[src/design/esl_pkg.sv]
// ============================================================================
// esl_pkg
// Shared types and constants of the encoder stepper lock controller.
// ============================================================================
package esl_pkg;

    // Configuration port
    localparam int CFG_IDX_W  = 3;
    localparam int CFG_DATA_W = 16;

    localparam logic [CFG_IDX_W-1:0] REG_OPEN_TH   = 3'd0;
    localparam logic [CFG_IDX_W-1:0] REG_CLOSED_TH = 3'd1;
    localparam logic [CFG_IDX_W-1:0] REG_FIRST_TH  = 3'd2;
    localparam logic [CFG_IDX_W-1:0] REG_SECOND_TH = 3'd3;
    localparam logic [CFG_IDX_W-1:0] REG_ZERO_TH   = 3'd4;
    localparam logic [CFG_IDX_W-1:0] REG_MAX_TH    = 3'd5;
    localparam logic [CFG_IDX_W-1:0] REG_MAX_ROT   = 3'd6;

    localparam logic signed [15:0] RST_OPEN_TH   = 16'sd0;
    localparam logic signed [15:0] RST_CLOSED_TH = 16'sd700;
    localparam logic signed [15:0] RST_FIRST_TH  = 16'sd175;
    localparam logic signed [15:0] RST_SECOND_TH = 16'sd525;
    localparam logic signed [15:0] RST_ZERO_TH   = 16'sd0;
    localparam logic signed [15:0] RST_MAX_TH    = 16'sd800;
    localparam logic [15:0]        RST_MAX_ROT   = 16'd2000;

    // Item kinds
    localparam logic [1:0] KIND_ENC  = 2'd0;
    localparam logic [1:0] KIND_TICK = 2'd1;
    localparam logic [1:0] KIND_CMD  = 2'd2;
    localparam logic [1:0] KIND_NONE = 2'd3;

    // Commands
    localparam logic [1:0] CMD_OPEN  = 2'd0;
    localparam logic [1:0] CMD_CLOSE = 2'd1;
    localparam logic [1:0] CMD_STOP  = 2'd2;
    localparam logic [1:0] CMD_MOVE  = 2'd3;

    // Lock states
    localparam logic [2:0] ST_OPEN      = 3'd0;
    localparam logic [2:0] ST_FIRSTLOCK = 3'd1;
    localparam logic [2:0] ST_CLOSED    = 3'd2;
    localparam logic [2:0] ST_OPENING   = 3'd3;
    localparam logic [2:0] ST_CLOSING   = 3'd4;
    localparam logic [2:0] ST_MOVING    = 3'd5;
    localparam logic [2:0] ST_STOPPING  = 3'd6;

    // Move direction codes
    localparam logic [1:0] SIGN_ZERO = 2'd0;
    localparam logic [1:0] SIGN_POS  = 2'd1;
    localparam logic [1:0] SIGN_NEG  = 2'd2;

    // Percent scaling: target = trunc(pct * closed / 100)
    localparam logic [6:0] PCT_MAX = 7'd100;
    localparam int PROD_W  = 24;   // 8b signed pct times 16b signed threshold
    localparam int MAG_W   = 22;   // |product| <= 100 * 32768 < 2**22
    localparam int RECIP_S = 29;   // ceil(2**29 / 100), exact for MAG_W bits
    localparam int RECIP_W = 23;
    localparam logic [RECIP_W-1:0] RECIP_100 = 23'd5368710;
    localparam int QUOT_W  = 17;

    // Configuration registers
    typedef struct packed {
        logic signed [15:0] open_th;
        logic signed [15:0] closed_th;
        logic signed [15:0] first_th;
        logic signed [15:0] second_th;
        logic signed [15:0] zero_th;
        logic signed [15:0] max_th;
        logic [15:0]        max_rot;
    } t_cfg;

    // One classified item, as carried from the front to the back
    typedef struct packed {
        logic [1:0]         kind;
        logic               pin_a;
        logic               pin_b;
        logic [1:0]         command;
        logic signed [15:0] target;
    } t_item;

endpackage

[src/design/esl_front.sv]
// ============================================================================
// esl_front
// Input stage: takes items, computes the move target in two stages.
// ============================================================================
module esl_front (
    input  logic                 i_clk,
    input  logic                 i_rst_n,
    input  esl_pkg::t_cfg        i_cfg,
    input  logic                 i_valid,
    output logic                 o_ready,
    input  logic [1:0]           i_kind,
    input  logic                 i_pin_a,
    input  logic                 i_pin_b,
    input  logic [1:0]           i_command,
    input  logic [6:0]           i_target_percent,
    output logic                 o_valid,
    input  logic                 i_ready,
    output esl_pkg::t_item       o_item
);
    import esl_pkg::*;

    logic                      r_s1_valid;
    logic [1:0]                r_s1_kind;
    logic                      r_s1_pin_a;
    logic                      r_s1_pin_b;
    logic [1:0]                r_s1_command;
    logic signed [PROD_W-1:0]  r_s1_prod;
    logic                      r_s2_valid;
    t_item                     r_s2_item;

    logic                      s1_adv;
    logic                      s2_adv;
    logic [6:0]                pct_clamp;
    logic signed [PROD_W-1:0]  n_prod;
    logic signed [PROD_W-1:0]  prod_abs;
    logic [MAG_W-1:0]          mag;
    logic [MAG_W+RECIP_W-1:0]  scaled;
    logic [QUOT_W-1:0]         quot;
    logic signed [QUOT_W-1:0]  n_target;

    // Stall control: each stage moves when the next one has room
    assign s2_adv  = !r_s2_valid || i_ready;
    assign s1_adv  = !r_s1_valid || s2_adv;
    assign o_ready = s1_adv;
    assign o_valid = r_s2_valid;
    assign o_item  = r_s2_item;

    // Stage 1: clamp percent and multiply by the closed threshold
    assign pct_clamp = (i_target_percent > PCT_MAX) ? PCT_MAX : i_target_percent;
    assign n_prod    = PROD_W'($signed({1'b0, pct_clamp})) * PROD_W'(i_cfg.closed_th);

    // Stage 2: divide by 100 through the reciprocal, truncating toward zero
    assign prod_abs = r_s1_prod[PROD_W-1] ? -r_s1_prod : r_s1_prod;
    assign mag      = prod_abs[MAG_W-1:0];
    assign scaled   = (MAG_W+RECIP_W)'(mag) * (MAG_W+RECIP_W)'(RECIP_100);
    assign quot     = scaled[RECIP_S +: QUOT_W];
    assign n_target = r_s1_prod[PROD_W-1] ? -$signed(quot) : $signed(quot);

    // Valid bits
    always_ff @(posedge i_clk) begin
        if (!i_rst_n) begin
            r_s1_valid <= 1'b0;
            r_s2_valid <= 1'b0;
        end else begin
            if (s1_adv) begin
                r_s1_valid <= i_valid;
            end
            if (s2_adv) begin
                r_s2_valid <= r_s1_valid;
            end
        end
    end

    // Payload registers
    always_ff @(posedge i_clk) begin
        if (s1_adv && i_valid) begin
            r_s1_kind    <= i_kind;
            r_s1_pin_a   <= i_pin_a;
            r_s1_pin_b   <= i_pin_b;
            r_s1_command <= i_command;
            r_s1_prod    <= n_prod;
        end
        if (s2_adv && r_s1_valid) begin
            r_s2_item.kind    <= r_s1_kind;
            r_s2_item.pin_a   <= r_s1_pin_a;
            r_s2_item.pin_b   <= r_s1_pin_b;
            r_s2_item.command <= r_s1_command;
            r_s2_item.target  <= n_target[15:0];
        end
    end

endmodule

[src/design/esl_queue.sv]
// ============================================================================
// esl_queue
// Two-entry item queue between the front and the back.
// ============================================================================
module esl_queue (
    input  logic                 i_clk,
    input  logic                 i_rst_n,
    input  logic                 i_valid,
    output logic                 o_ready,
    input  esl_pkg::t_item       i_item,
    output logic                 o_valid,
    input  logic                 i_ready,
    output esl_pkg::t_item       o_item
);
    import esl_pkg::*;

    localparam int DEPTH = 2;
    localparam int PTR_W = $clog2(DEPTH);

    t_item              r_mem [DEPTH];
    logic [PTR_W-1:0]   r_wr_ptr;
    logic [PTR_W-1:0]   r_rd_ptr;
    logic [PTR_W:0]     r_count;
    logic               push;
    logic               pop;

    assign o_ready = (r_count != (PTR_W+1)'(DEPTH));
    assign o_valid = (r_count != '0);
    assign o_item  = r_mem[r_rd_ptr];
    assign push    = i_valid && o_ready;
    assign pop     = o_valid && i_ready;

    // Pointers and fill count
    always_ff @(posedge i_clk) begin
        if (!i_rst_n) begin
            r_wr_ptr <= '0;
            r_rd_ptr <= '0;
            r_count  <= '0;
        end else begin
            if (push) begin
                r_wr_ptr <= (r_wr_ptr == PTR_W'(DEPTH-1)) ? '0 : r_wr_ptr + 1'b1;
            end
            if (pop) begin
                r_rd_ptr <= (r_rd_ptr == PTR_W'(DEPTH-1)) ? '0 : r_rd_ptr + 1'b1;
            end
            if (push && !pop) begin
                r_count <= r_count + 1'b1;
            end else if (pop && !push) begin
                r_count <= r_count - 1'b1;
            end
        end
    end

    // Entry storage
    always_ff @(posedge i_clk) begin
        if (push) begin
            r_mem[r_wr_ptr] <= i_item;
        end
    end

endmodule

[src/design/esl_back.sv]
// ============================================================================
// esl_back
// Execution stage: decoder, motion state machine and result register.
// ============================================================================
module esl_back #(
    parameter int POSITION_BITS = 16
) (
    input  logic                 i_clk,
    input  logic                 i_rst_n,
    input  esl_pkg::t_cfg        i_cfg,
    input  logic                 i_valid,
    output logic                 o_ready,
    input  esl_pkg::t_item       i_item,
    output logic                 o_valid,
    input  logic                 i_ready,
    output logic                 o_step_pulse,
    output logic                 o_motor_enable,
    output logic                 o_direction,
    output logic [2:0]           o_lock_status,
    output logic signed [15:0]   o_position,
    output logic                 o_failed
);
    import esl_pkg::*;

    localparam int CW = (POSITION_BITS > 16) ? POSITION_BITS : 16;
    localparam logic signed [POSITION_BITS-1:0] POS_MAX = {1'b0, {(POSITION_BITS-1){1'b1}}};
    localparam logic signed [POSITION_BITS-1:0] POS_MIN = {1'b1, {(POSITION_BITS-1){1'b0}}};

    // Architectural state
    logic signed [POSITION_BITS-1:0] r_pos, n_pos;
    logic [1:0]                      r_last_pins, n_last_pins;
    logic [2:0]                      r_state, n_state;
    logic [15:0]                     r_rot, n_rot;
    logic signed [15:0]              r_target, n_target;
    logic [1:0]                      r_sign, n_sign;
    logic                            r_enable, n_enable;
    logic                            r_dir, n_dir;

    // Result register
    logic                            r_out_valid;
    logic                            r_step, n_step;
    logic                            r_fail, n_fail;
    logic signed [15:0]              r_out_pos;

    logic                            take;
    logic [3:0]                      pin_code;
    logic                            enc_up;
    logic                            enc_down;
    logic signed [CW-1:0]            pos_x;
    logic signed [CW-1:0]            n_pos_x;
    logic signed [CW-1:0]            tgt_x;
    logic signed [CW-1:0]            cmd_tgt_x;
    logic [2:0]                      settled;
    logic                            rot_over;
    logic [15:0]                     rot_inc;

    assign o_ready = !r_out_valid || i_ready;
    assign take    = i_valid && o_ready;

    assign pos_x     = CW'(r_pos);
    assign n_pos_x   = CW'(n_pos);
    assign tgt_x     = CW'(r_target);
    assign cmd_tgt_x = CW'(i_item.target);

    // Quadrature transition decode
    assign pin_code = {r_last_pins, i_item.pin_a, i_item.pin_b};
    assign enc_up   = (pin_code == 4'b1101) || (pin_code == 4'b0100) ||
                      (pin_code == 4'b0010) || (pin_code == 4'b1011);
    assign enc_down = (pin_code == 4'b1110) || (pin_code == 4'b0111) ||
                      (pin_code == 4'b0001) || (pin_code == 4'b1000);

    // Resting state from position
    always_comb begin
        if (pos_x <= CW'(i_cfg.first_th)) begin
            settled = ST_OPEN;
        end else if (pos_x >= CW'(i_cfg.second_th)) begin
            settled = ST_CLOSED;
        end else begin
            settled = ST_FIRSTLOCK;
        end
    end

    // Step count limit, checked on the count before the step
    assign rot_over = (r_rot > i_cfg.max_rot);
    assign rot_inc  = (r_rot != 16'hFFFF) ? r_rot + 16'd1 : r_rot;

    // Next state for one item
    always_comb begin
        n_pos       = r_pos;
        n_last_pins = r_last_pins;
        n_state     = r_state;
        n_rot       = r_rot;
        n_target    = r_target;
        n_sign      = r_sign;
        n_enable    = r_enable;
        n_dir       = r_dir;
        n_step      = 1'b0;
        n_fail      = 1'b0;
        unique case (i_item.kind)
            KIND_ENC: begin
                n_last_pins = {i_item.pin_a, i_item.pin_b};
                if (enc_up && (r_pos != POS_MAX)) begin
                    n_pos = r_pos + 1'b1;
                end else if (enc_down && (r_pos != POS_MIN)) begin
                    n_pos = r_pos - 1'b1;
                end
            end
            KIND_TICK: begin
                unique case (r_state)
                    ST_STOPPING: begin
                        n_state  = settled;
                        n_enable = 1'b0;
                    end
                    ST_OPENING: begin
                        if (pos_x > CW'(i_cfg.open_th)) begin
                            n_step = 1'b1;
                            n_rot  = rot_inc;
                            if (rot_over || (pos_x < CW'(i_cfg.zero_th))) begin
                                n_enable = 1'b0;
                                n_state  = settled;
                                n_fail   = 1'b1;
                            end
                        end else begin
                            n_state  = settled;
                            n_enable = 1'b0;
                        end
                    end
                    ST_CLOSING: begin
                        if (pos_x < CW'(i_cfg.closed_th)) begin
                            n_step = 1'b1;
                            n_rot  = rot_inc;
                            if (rot_over || (pos_x > CW'(i_cfg.max_th))) begin
                                n_enable = 1'b0;
                                n_state  = settled;
                                n_fail   = 1'b1;
                            end
                        end else begin
                            n_state  = settled;
                            n_enable = 1'b0;
                        end
                    end
                    ST_MOVING: begin
                        if (((r_sign == SIGN_NEG) && (pos_x > tgt_x)) ||
                            ((r_sign == SIGN_POS) && (pos_x < tgt_x))) begin
                            n_step = 1'b1;
                            n_rot  = rot_inc;
                            if (rot_over) begin
                                n_enable = 1'b0;
                                n_state  = settled;
                                n_fail   = 1'b1;
                            end
                        end else begin
                            n_state  = settled;
                            n_enable = 1'b0;
                        end
                    end
                    default: begin
                        // resting states: nothing to do
                    end
                endcase
            end
            KIND_CMD: begin
                unique case (i_item.command)
                    CMD_OPEN: begin
                        n_state  = ST_OPENING;
                        n_dir    = 1'b1;
                        n_enable = 1'b1;
                        n_rot    = '0;
                    end
                    CMD_CLOSE: begin
                        n_state  = ST_CLOSING;
                        n_dir    = 1'b0;
                        n_enable = 1'b1;
                        n_rot    = '0;
                    end
                    CMD_STOP: begin
                        n_state = ST_STOPPING;
                    end
                    CMD_MOVE: begin
                        n_state  = ST_MOVING;
                        n_target = i_item.target;
                        n_rot    = '0;
                        n_enable = 1'b1;
                        if (cmd_tgt_x > pos_x) begin
                            n_sign = SIGN_POS;
                            n_dir  = 1'b0;
                        end else if (cmd_tgt_x < pos_x) begin
                            n_sign = SIGN_NEG;
                            n_dir  = 1'b1;
                        end else begin
                            n_sign = SIGN_ZERO;
                            n_dir  = 1'b0;
                        end
                    end
                    default: begin
                    end
                endcase
            end
            KIND_NONE: begin
                // reports the current state only
            end
            default: begin
            end
        endcase
    end

    // Control state
    always_ff @(posedge i_clk) begin
        if (!i_rst_n) begin
            r_pos       <= '0;
            r_last_pins <= '0;
            r_state     <= ST_OPEN;
            r_rot       <= '0;
            r_target    <= '0;
            r_sign      <= SIGN_ZERO;
            r_enable    <= 1'b0;
            r_dir       <= 1'b0;
            r_out_valid <= 1'b0;
        end else begin
            if (take) begin
                r_pos       <= n_pos;
                r_last_pins <= n_last_pins;
                r_state     <= n_state;
                r_rot       <= n_rot;
                r_target    <= n_target;
                r_sign      <= n_sign;
                r_enable    <= n_enable;
                r_dir       <= n_dir;
            end
            if (o_ready) begin
                r_out_valid <= i_valid;
            end
        end
    end

    // Result payload
    always_ff @(posedge i_clk) begin
        if (take) begin
            r_step    <= n_step;
            r_fail    <= n_fail;
            r_out_pos <= n_pos_x[15:0];
        end
    end

    assign o_valid        = r_out_valid;
    assign o_step_pulse   = r_step;
    assign o_motor_enable = r_enable;
    assign o_direction    = r_dir;
    assign o_lock_status  = r_state;
    assign o_position     = r_out_pos;
    assign o_failed       = r_fail;

endmodule

[src/design/encoder_stepper_lock_controller.sv]
// Path: an accepted item passes two front stages for the percent scaling,
// one queue slot and one result register before its result is valid.
// Throughput: one item per cycle while results are taken; the back stage
// updates the position and motion state for each item that it takes.
// Reset: synchronous, active low; clears pipeline valids, queue and state,
// and loads the threshold registers with their defaults.
// ============================================================================
// encoder_stepper_lock_controller
// Quadrature decoder and stepper lock controller, front/queue/back pipeline.
// ============================================================================
module encoder_stepper_lock_controller #(
    parameter int POSITION_BITS = 16
) (
    input  logic                 i_clk,
    input  logic                 i_rst_n,
    input  logic                 i_cfg_we,
    input  logic [2:0]           i_cfg_index,
    input  logic [15:0]          i_cfg_data,
    input  logic                 i_in_valid,
    output logic                 o_in_ready,
    input  logic [1:0]           i_kind,
    input  logic                 i_pin_a,
    input  logic                 i_pin_b,
    input  logic [1:0]           i_command,
    input  logic [6:0]           i_target_percent,
    output logic                 o_out_valid,
    input  logic                 i_out_ready,
    output logic                 o_step_pulse,
    output logic                 o_motor_enable,
    output logic                 o_direction,
    output logic [2:0]           o_lock_status,
    output logic signed [15:0]   o_position,
    output logic                 o_failed
);
    import esl_pkg::*;

    t_cfg   r_cfg;
    logic   fq_valid;
    logic   fq_ready;
    t_item  fq_item;
    logic   qb_valid;
    logic   qb_ready;
    t_item  qb_item;

    // Configuration registers
    always_ff @(posedge i_clk) begin
        if (!i_rst_n) begin
            r_cfg.open_th   <= RST_OPEN_TH;
            r_cfg.closed_th <= RST_CLOSED_TH;
            r_cfg.first_th  <= RST_FIRST_TH;
            r_cfg.second_th <= RST_SECOND_TH;
            r_cfg.zero_th   <= RST_ZERO_TH;
            r_cfg.max_th    <= RST_MAX_TH;
            r_cfg.max_rot   <= RST_MAX_ROT;
        end else if (i_cfg_we) begin
            unique case (i_cfg_index)
                REG_OPEN_TH:   r_cfg.open_th   <= i_cfg_data;
                REG_CLOSED_TH: r_cfg.closed_th <= i_cfg_data;
                REG_FIRST_TH:  r_cfg.first_th  <= i_cfg_data;
                REG_SECOND_TH: r_cfg.second_th <= i_cfg_data;
                REG_ZERO_TH:   r_cfg.zero_th   <= i_cfg_data;
                REG_MAX_TH:    r_cfg.max_th    <= i_cfg_data;
                REG_MAX_ROT:   r_cfg.max_rot   <= i_cfg_data;
                default: begin
                    // unmapped index: ignored
                end
            endcase
        end
    end

    // Front: accept and pre-compute move targets
    esl_front u_front (
        .i_clk            (i_clk),
        .i_rst_n          (i_rst_n),
        .i_cfg            (r_cfg),
        .i_valid          (i_in_valid),
        .o_ready          (o_in_ready),
        .i_kind           (i_kind),
        .i_pin_a          (i_pin_a),
        .i_pin_b          (i_pin_b),
        .i_command        (i_command),
        .i_target_percent (i_target_percent),
        .o_valid          (fq_valid),
        .i_ready          (fq_ready),
        .o_item           (fq_item)
    );

    // Decoupling queue
    esl_queue u_queue (
        .i_clk   (i_clk),
        .i_rst_n (i_rst_n),
        .i_valid (fq_valid),
        .o_ready (fq_ready),
        .i_item  (fq_item),
        .o_valid (qb_valid),
        .i_ready (qb_ready),
        .o_item  (qb_item)
    );

    // Back: execute items and hold the result
    esl_back #(
        .POSITION_BITS (POSITION_BITS)
    ) u_back (
        .i_clk          (i_clk),
        .i_rst_n        (i_rst_n),
        .i_cfg          (r_cfg),
        .i_valid        (qb_valid),
        .o_ready        (qb_ready),
        .i_item         (qb_item),
        .o_valid        (o_out_valid),
        .i_ready        (i_out_ready),
        .o_step_pulse   (o_step_pulse),
        .o_motor_enable (o_motor_enable),
        .o_direction    (o_direction),
        .o_lock_status  (o_lock_status),
        .o_position     (o_position),
        .o_failed       (o_failed)
    );

endmodule

[config.mk]
export PLATFORM = sky130hd
export DESIGN_NAME = encoder_stepper_lock_controller
export DESIGN_NICKNAME = d
export VERILOG_FILES = /design/src/design/esl_pkg.sv /design/src/design/esl_front.sv /design/src/design/esl_queue.sv /design/src/design/esl_back.sv /design/src/design/encoder_stepper_lock_controller.sv
export SDC_FILE = /design/constraint.sdc
export NUM_CORES = 2
export LEC_CHECK = 0
export ABC_CLOCK_PERIOD_IN_PS = 7500
export BUFFER_PORTS_ARGS = -buffer_cell sky130_fd_sc_hd__buf_4
export CAP_MARGIN = 5
export CORE_UTILIZATION = 40
export CTS_CLUSTER_DIAMETER = 150
export DETAILED_ROUTE_END_ITERATION = 16
export SLEW_MARGIN = 20
export SYNTH_ARGS = -nofsm -noshare
export SYNTH_HDL_FRONTEND = slang
export SYNTH_HIERARCHICAL = 1
export SYNTH_SLANG_ARGS = --single-unit
[constraint.sdc]
create_clock -name i_clk -period 7.5 [get_ports i_clk]
set_input_delay 0.75 -clock i_clk [delete_from_list [all_inputs] [get_ports i_clk]]
set_output_delay 0.75 -clock i_clk [all_outputs]
set_load 0.05 [all_outputs]
### Yosys cells after proc, flatten, opt, wreduce, memory -nomap -nowiden

Memory sizes are Yosys's and may differ from the RTL's. A register that Yosys moved wholly into a read port is not among the register bits.
Cells that the tools add are included.
Widths: inputs -> output; s select.

| word-level totals | value |
|---|---|
| bits in registers | 246 |
| RAM bits | 44 |
| input bits | 37 |
| output and inout port bits | 25 |
| logic and storage cells | 200 |
| memories kept | 1 |

Memories:

| name | depth | bits a word | rd ports | clocked after Yosys merged registers in | wr ports | line | RTL |
|---|---|---|---|---|---|---|---|
| u_queue.r_mem | 2 | 22 | 1 | 1 | 1 | esl_queue.sv:20 | `t_item r_mem [DEPTH];` |

| cells by class | value |
|---|---|
| add/subtract/negate cells | 8 |
| $mul | 2 |
| $lt $le $gt $ge | 12 |
| equality and inequality tests | 38 |
| muxes and demuxes | 57 |
| reduce and logical (&&, ||, !) cells | 48 |

Operator list:

| operator | count |
|---|---|
| $mux 16 | 9 |
| $gt 16x16->1 | 5 |
| $lt 16x16->1 | 4 |
| $ne 16x16->1 const B | 3 |
| $pmux 16 s3 | 1 |
| $mul 22x22->44 const B | 1 |
| $add 16x1->16 const B | 2 |
| $pmux 16 s2 | 1 |
| $mul 8x16->24 | 1 |
| $mux 1 | 24 |
| $pmux 3 s4 | 2 |
| $mux 22 | 1 |
| $neg 22->22 | 1 |
| $mux 3 | 7 |
| $eq 3x3->1 const B | 6 |
| $eq 4x4->1 const B | 4 |
| $ge 16x16->1 | 1 |
| $le 16x16->1 | 1 |
| $reduce_and 2->1 | 8 |
| $sub 16x1->16 const B | 1 |
| $reduce_and 7->1 | 2 |
| $logic_or 1x1->1 | 12 |
| $logic_and 1x1->1 | 10 |
| $mux 2 | 5 |
| 29 further kinds | 53 |

### Logic depth before layout (Yosys ltp)

| logic depth | value |
|---|---|
| depth in word-level cells | 8 |
| gate-level depth with buffers | 29 |
| depth with buffers taken out | 28 |

### Cells and area by module

The synthesis kept the hierarchy.

Modules (own cells, without submodules):

| module | times used | cells an instance | area each (µm²) | seq. area each (µm²) |
|---|---|---|---|---|
| esl_front | 1 | 1512 | 14816.7 | 1571.5 |
| esl_back | 1 | 978 | 7541.0 | 1701.6 |
| encoder_stepper_lock_controller | 1 | 402 | 4220.3 | 2242.2 |
| esl_queue | 1 | 92 | 1821.7 | 1421.4 |

### Worst setup path after synthesis

No wires, ideal clock.

| timing | value |
|---|---|
| path kind | flip-flop to flip-flop |
| start point | register u_front.r_s1_prod[10] |
| end point | register u_front.r_s2_item, in the netlist u_front/o_item[15], data pin |
| library setup time | 265 ps |
| arrival time | 7967 ps |
| data required time | 7235 ps |
| setup slack | -733 ps |
| cell stages (with the launch flop) | 26 |
| buffers on the path | 0 |
| clock period less this slack | 8233 ps |
| cell sequence | edfxtp_1 -> or4_4 -> or3_4 -> or4_1 -> or2_1 -> or3_1 -> o31a_1 -> xor2_1 -> ha_1 -> inv_1 -> fa_1 -> inv_1 -> fa_1 -> fa_1 -> fa_1 -> fa_1 -> ha_1 -> ha_1 -> a21oi_1 -> o21ai_0 -> a21oi_1 -> o32ai_1 -> a311o_1 -> a31o_2 -> a221oi_1 -> xnor2_1 |

| between the ends | value |
|---|---|
| longest elaborated chain between the ends | 4 |

RTL lines:

| element | line | RTL |
|---|---|---|
| start, declared | esl_front.sv:27 | `logic signed [PROD_W-1:0] r_s1_prod;` |
| start signal, assigned | esl_front.sv:81 | `r_s1_prod <= n_prod;` |
| $neg 22->22 | esl_front.sv:53 | `assign prod_abs = r_s1_prod[PROD_W-1] ? -r_s1_prod : r_s1_prod;` |
| $mux 22 (*) | esl_front.sv:53 |  |
| $mul 22x22->44 (*) | esl_front.sv:55 | `assign scaled = (MAG_W+RECIP_W)'(mag) * (MAG_W+RECIP_W)'(RECIP_100);` |
| $mux 16 (*) | esl_front.sv:57 | `assign n_target = r_s1_prod[PROD_W-1] ? -$signed(quot) : $signed(quot);` |
| via u_front.n_target[15] | esl_front.sv:39 | `logic signed [QUOT_W-1:0] n_target;` |
| end, declared | esl_front.sv:29 | `t_item r_s2_item;` |

The timed path passes the listed nets; every way through them passes the cells marked *. The select of a mux whose other input is x is not followed.
A chain may end at the register's enable or synchronous reset.

### Final worst setup path

| timing | value |
|---|---|
| start point | register u_front.r_s1_prod[11] |
| end point | register u_front.r_s2_item, in the netlist u_front/o_item[14], data pin |

The elaborated chain is that of the path after synthesis.

==> reports/results.ini <==
[synthesis]
dominantRegCellSynth = dfxtp_1
async_flop_share_pct = 0
synth-seq-cells = 290
synth_top_area_share_pct = 18.9
synth_area_leader_cell = ha_1
syn_nets = 3711
ys_warn_count = 6
synth_edf_count = 113
syn_inst = 2984
syn_area_mm2 = 0.0284
syn_area_per_cell_um2 = 9.52
synthTopCellsByArea = ha_1, fa_1, dfxtp_1
seq_area_frac_synth_pct = 24.4
synth_cell_types = 86

[timing]
slew_headroom_pct = 29.8
final_hold_viol_count = 0
slew_violations = 0
tightest_slew_ns = 1.05
rsz0062_at_grt = yes
fin_ws_ns = -0.286
max_freq_mhz = 128
finalSetupTns_ns = -1.98
fin_crit_sh_pct = 104
fin_skew_ns = 0.0211
setup_viol = 14
layout_min_cycle_time_ns = 7.79

[final_layout]
nNetsFinal = 3920
layout_common_cells = inv_1, ha_1, nand2_1
n_antenna_cell = 0
final_common_cell = inv_1
final_util_pct = 46.7
area_growth_pct = 15.4
fin_area_mm2 = 0.0328
fillCellCount = 6792
layout-drive-gt1-share_pct = 13.1

[worst_setup_path]
arrival_ns = 8.08
startpoint_type = flip-flop
crit_start = u_front/r_s1_prod[11]
r2r-start = u_front/r_s1_prod[11]
crit_required_ns = 7.79
critPathMaxFanout = 4
crit_type = flip-flop to flip-flop
end_kind = flip-flop

[drt]
ant_nets = 0
routedWlPerCell_um = 17.0
drt_iter0_drc = 1169
wl_um = 70800
via_count = 20800
drt_first_pass_iters = 5
drc = 0
vias_per_cell = 4.99

[clock_network]
cts_buffers = 36
cts-root-buf = clkbuf_16
clk_pin_slew_ns = 0.06
clock_path_buffers = 3
hold_buffers = 0
tritoncts = built
htreeDepth = 2
clkLatencyLatePin_ns = 0.55
cts.sinks = 290

[run]
maxCapViolCount = 0

[grt]
grt_use_met2_pct = 32.3
grtUsageTotal_pct = 20.0
grt-ovfl-total = 0
antenna_found_initial = 1
grt_pass1_vias = 20700
grtUsageMet1_pct = 28.5
grt_max_degree = 67
met3_usage_pct = 2.35
gr-max-usage-layer = met2
grt_pass1_wl_um = 113000

[floorplan]
num_rows = 97
die_area_mm2 = 0.0721
die_w_um = 268
die_h_um = 268
ios = 62
core_mm2 = 0.0701
start_util_pct = 40.5

[min_path]
hold_path_startpoint = i_pin_b
min-delay-path-class = input pin to flip-flop

[place]
post-dp-hpwl_um = 56600
io_buffer_count = 61
postPlaceCellArea_mm2 = 0.0313
place_congestion = 0.885

[outcome]
violations = negative setup slack
outcome = finished, violations left

[worst max-delay path, cell delays in order, from the launching register on]
cell and delay, ns:
edfxtp_1 0.39, or4_4 0.53, or3_4 0.40, or4_4 0.42, or2_1 0.24, or3_4 0.33
o31a_1 0.34, xor2_4 0.18, ha_4 0.29, buf_4 0.11, inv_2 0.03, fa_1 0.47
inv_1 0.05, fa_1 0.45, fa_1 0.52, fa_1 0.42, fa_1 0.53, ha_4 0.21
ha_4 0.29, nand3_4 0.09, nor2_4 0.12, nand2_2 0.08, o32ai_4 0.30, a311o_1 0.27
a31o_4 0.20, a41oi_2 0.12, xnor2_1 0.15
[cells in the mapped netlist, types with 45 or more instances]
| cell | count |
|---|---|
| dfxtp_1 | 177 |
| nand3_1 | 50 |
| nand2_1 | 262 |
| mux2i_1 | 124 |
| inv_1 | 613 |
| ha_1 | 430 |
| xnor2_1 | 73 |
| and2_1 | 66 |
| edfxtp_1 | 113 |
| nor2_1 | 107 |
| clkbuf_1 | 45 |
| fa_1 | 260 |
| a21oi_1 | 129 |
| o21ai_0 | 65 |
| nor2b_1 | 52 |
[worst paths after layout]
| path | cells after the start | endpoint | slack [ns] |
|---|---|---|---|
| max | 26 | u_front/o_item[14] | -0.29 |
| min reg2reg | 0 | u_front/o_item[19] | 0.42 |
| min | 1 | u_front/r_s1_pin_b | 0.38 |
| max reg2reg | 26 | u_front/o_item[14] | -0.29 |
[per-stage QoR]
step / setup slack [ns] / hold slack, ns / instances
floorplan: -0.272 / 0.400 / 2984
global placement: -0.334 / 0.405 / 4086
detailed placement: -0.385 / 0.412 / 4086
CTS: -0.333 / 0.365 / 4155
global route: -0.556 / 0.374 / 4160
finish: -0.286 / 0.383 / 4160
[repair_timing]
item,CTS,global route
setup endpoints to repair,16,16
gates resized for setup,28,22
setup buffers,4,5
gates cloned,0,0
pin swaps,24,30
[state kept, by name, indices dropped and copies added, names as in the netlist, 2 cells and up, named ones only]
name	flops
u_back/o_position	16
u_back/r_last_pins	2
u_back/r_target	16
u_back/o_lock_status	3
u_front/r_s1_command	2
u_back/r_rot	16
u_front/r_s1_prod	23
u_queue/r_count	2
r_cfg	112
u_back/pos_x	16
u_front/r_s1_kind	2
u_front/o_item	22
u_back/r_sign	2
u_queue/r_mem	44
[final cells by class]
type / count / area, µm² / area share, %
clock inverter: 16 / 113 / 0.344
timing repair buffer: 241 / 1830 / 5.58
multi-input combinational: 2010 / 19400 / 59.2
tap: 940 / 1180 / 3.59
clock buffer: 49 / 1020 / 3.12
sequential: 290 / 6940 / 21.2
inverter: 614 / 2300 / 7.03
[logic make-up after synthesis]
group / count (synthesis) / synth area share (%)
adders and majority gates: 690 / 37.3
DFF: 290 / 24.4
xor gates and xnor gates: 103 / 3.18
and+or+nand+nor: 719 / 12.7
muxes: 148 / 5.32
buffers and inverters: 684 / 9.25
AOI/OAI and AO/OA: 350 / 7.85
[layer usage]
metal / up-vias / routed length (µm)
met5: - / 8
met4: 2 / 1650
met3: 96 / 2840
met2: 372 / 32100
met1: 10000 / 34200
li1: 10300 / -
Power is not shown: default switching activity piles up to over one toggle a cycle in this logic, so the estimate is an artifact.
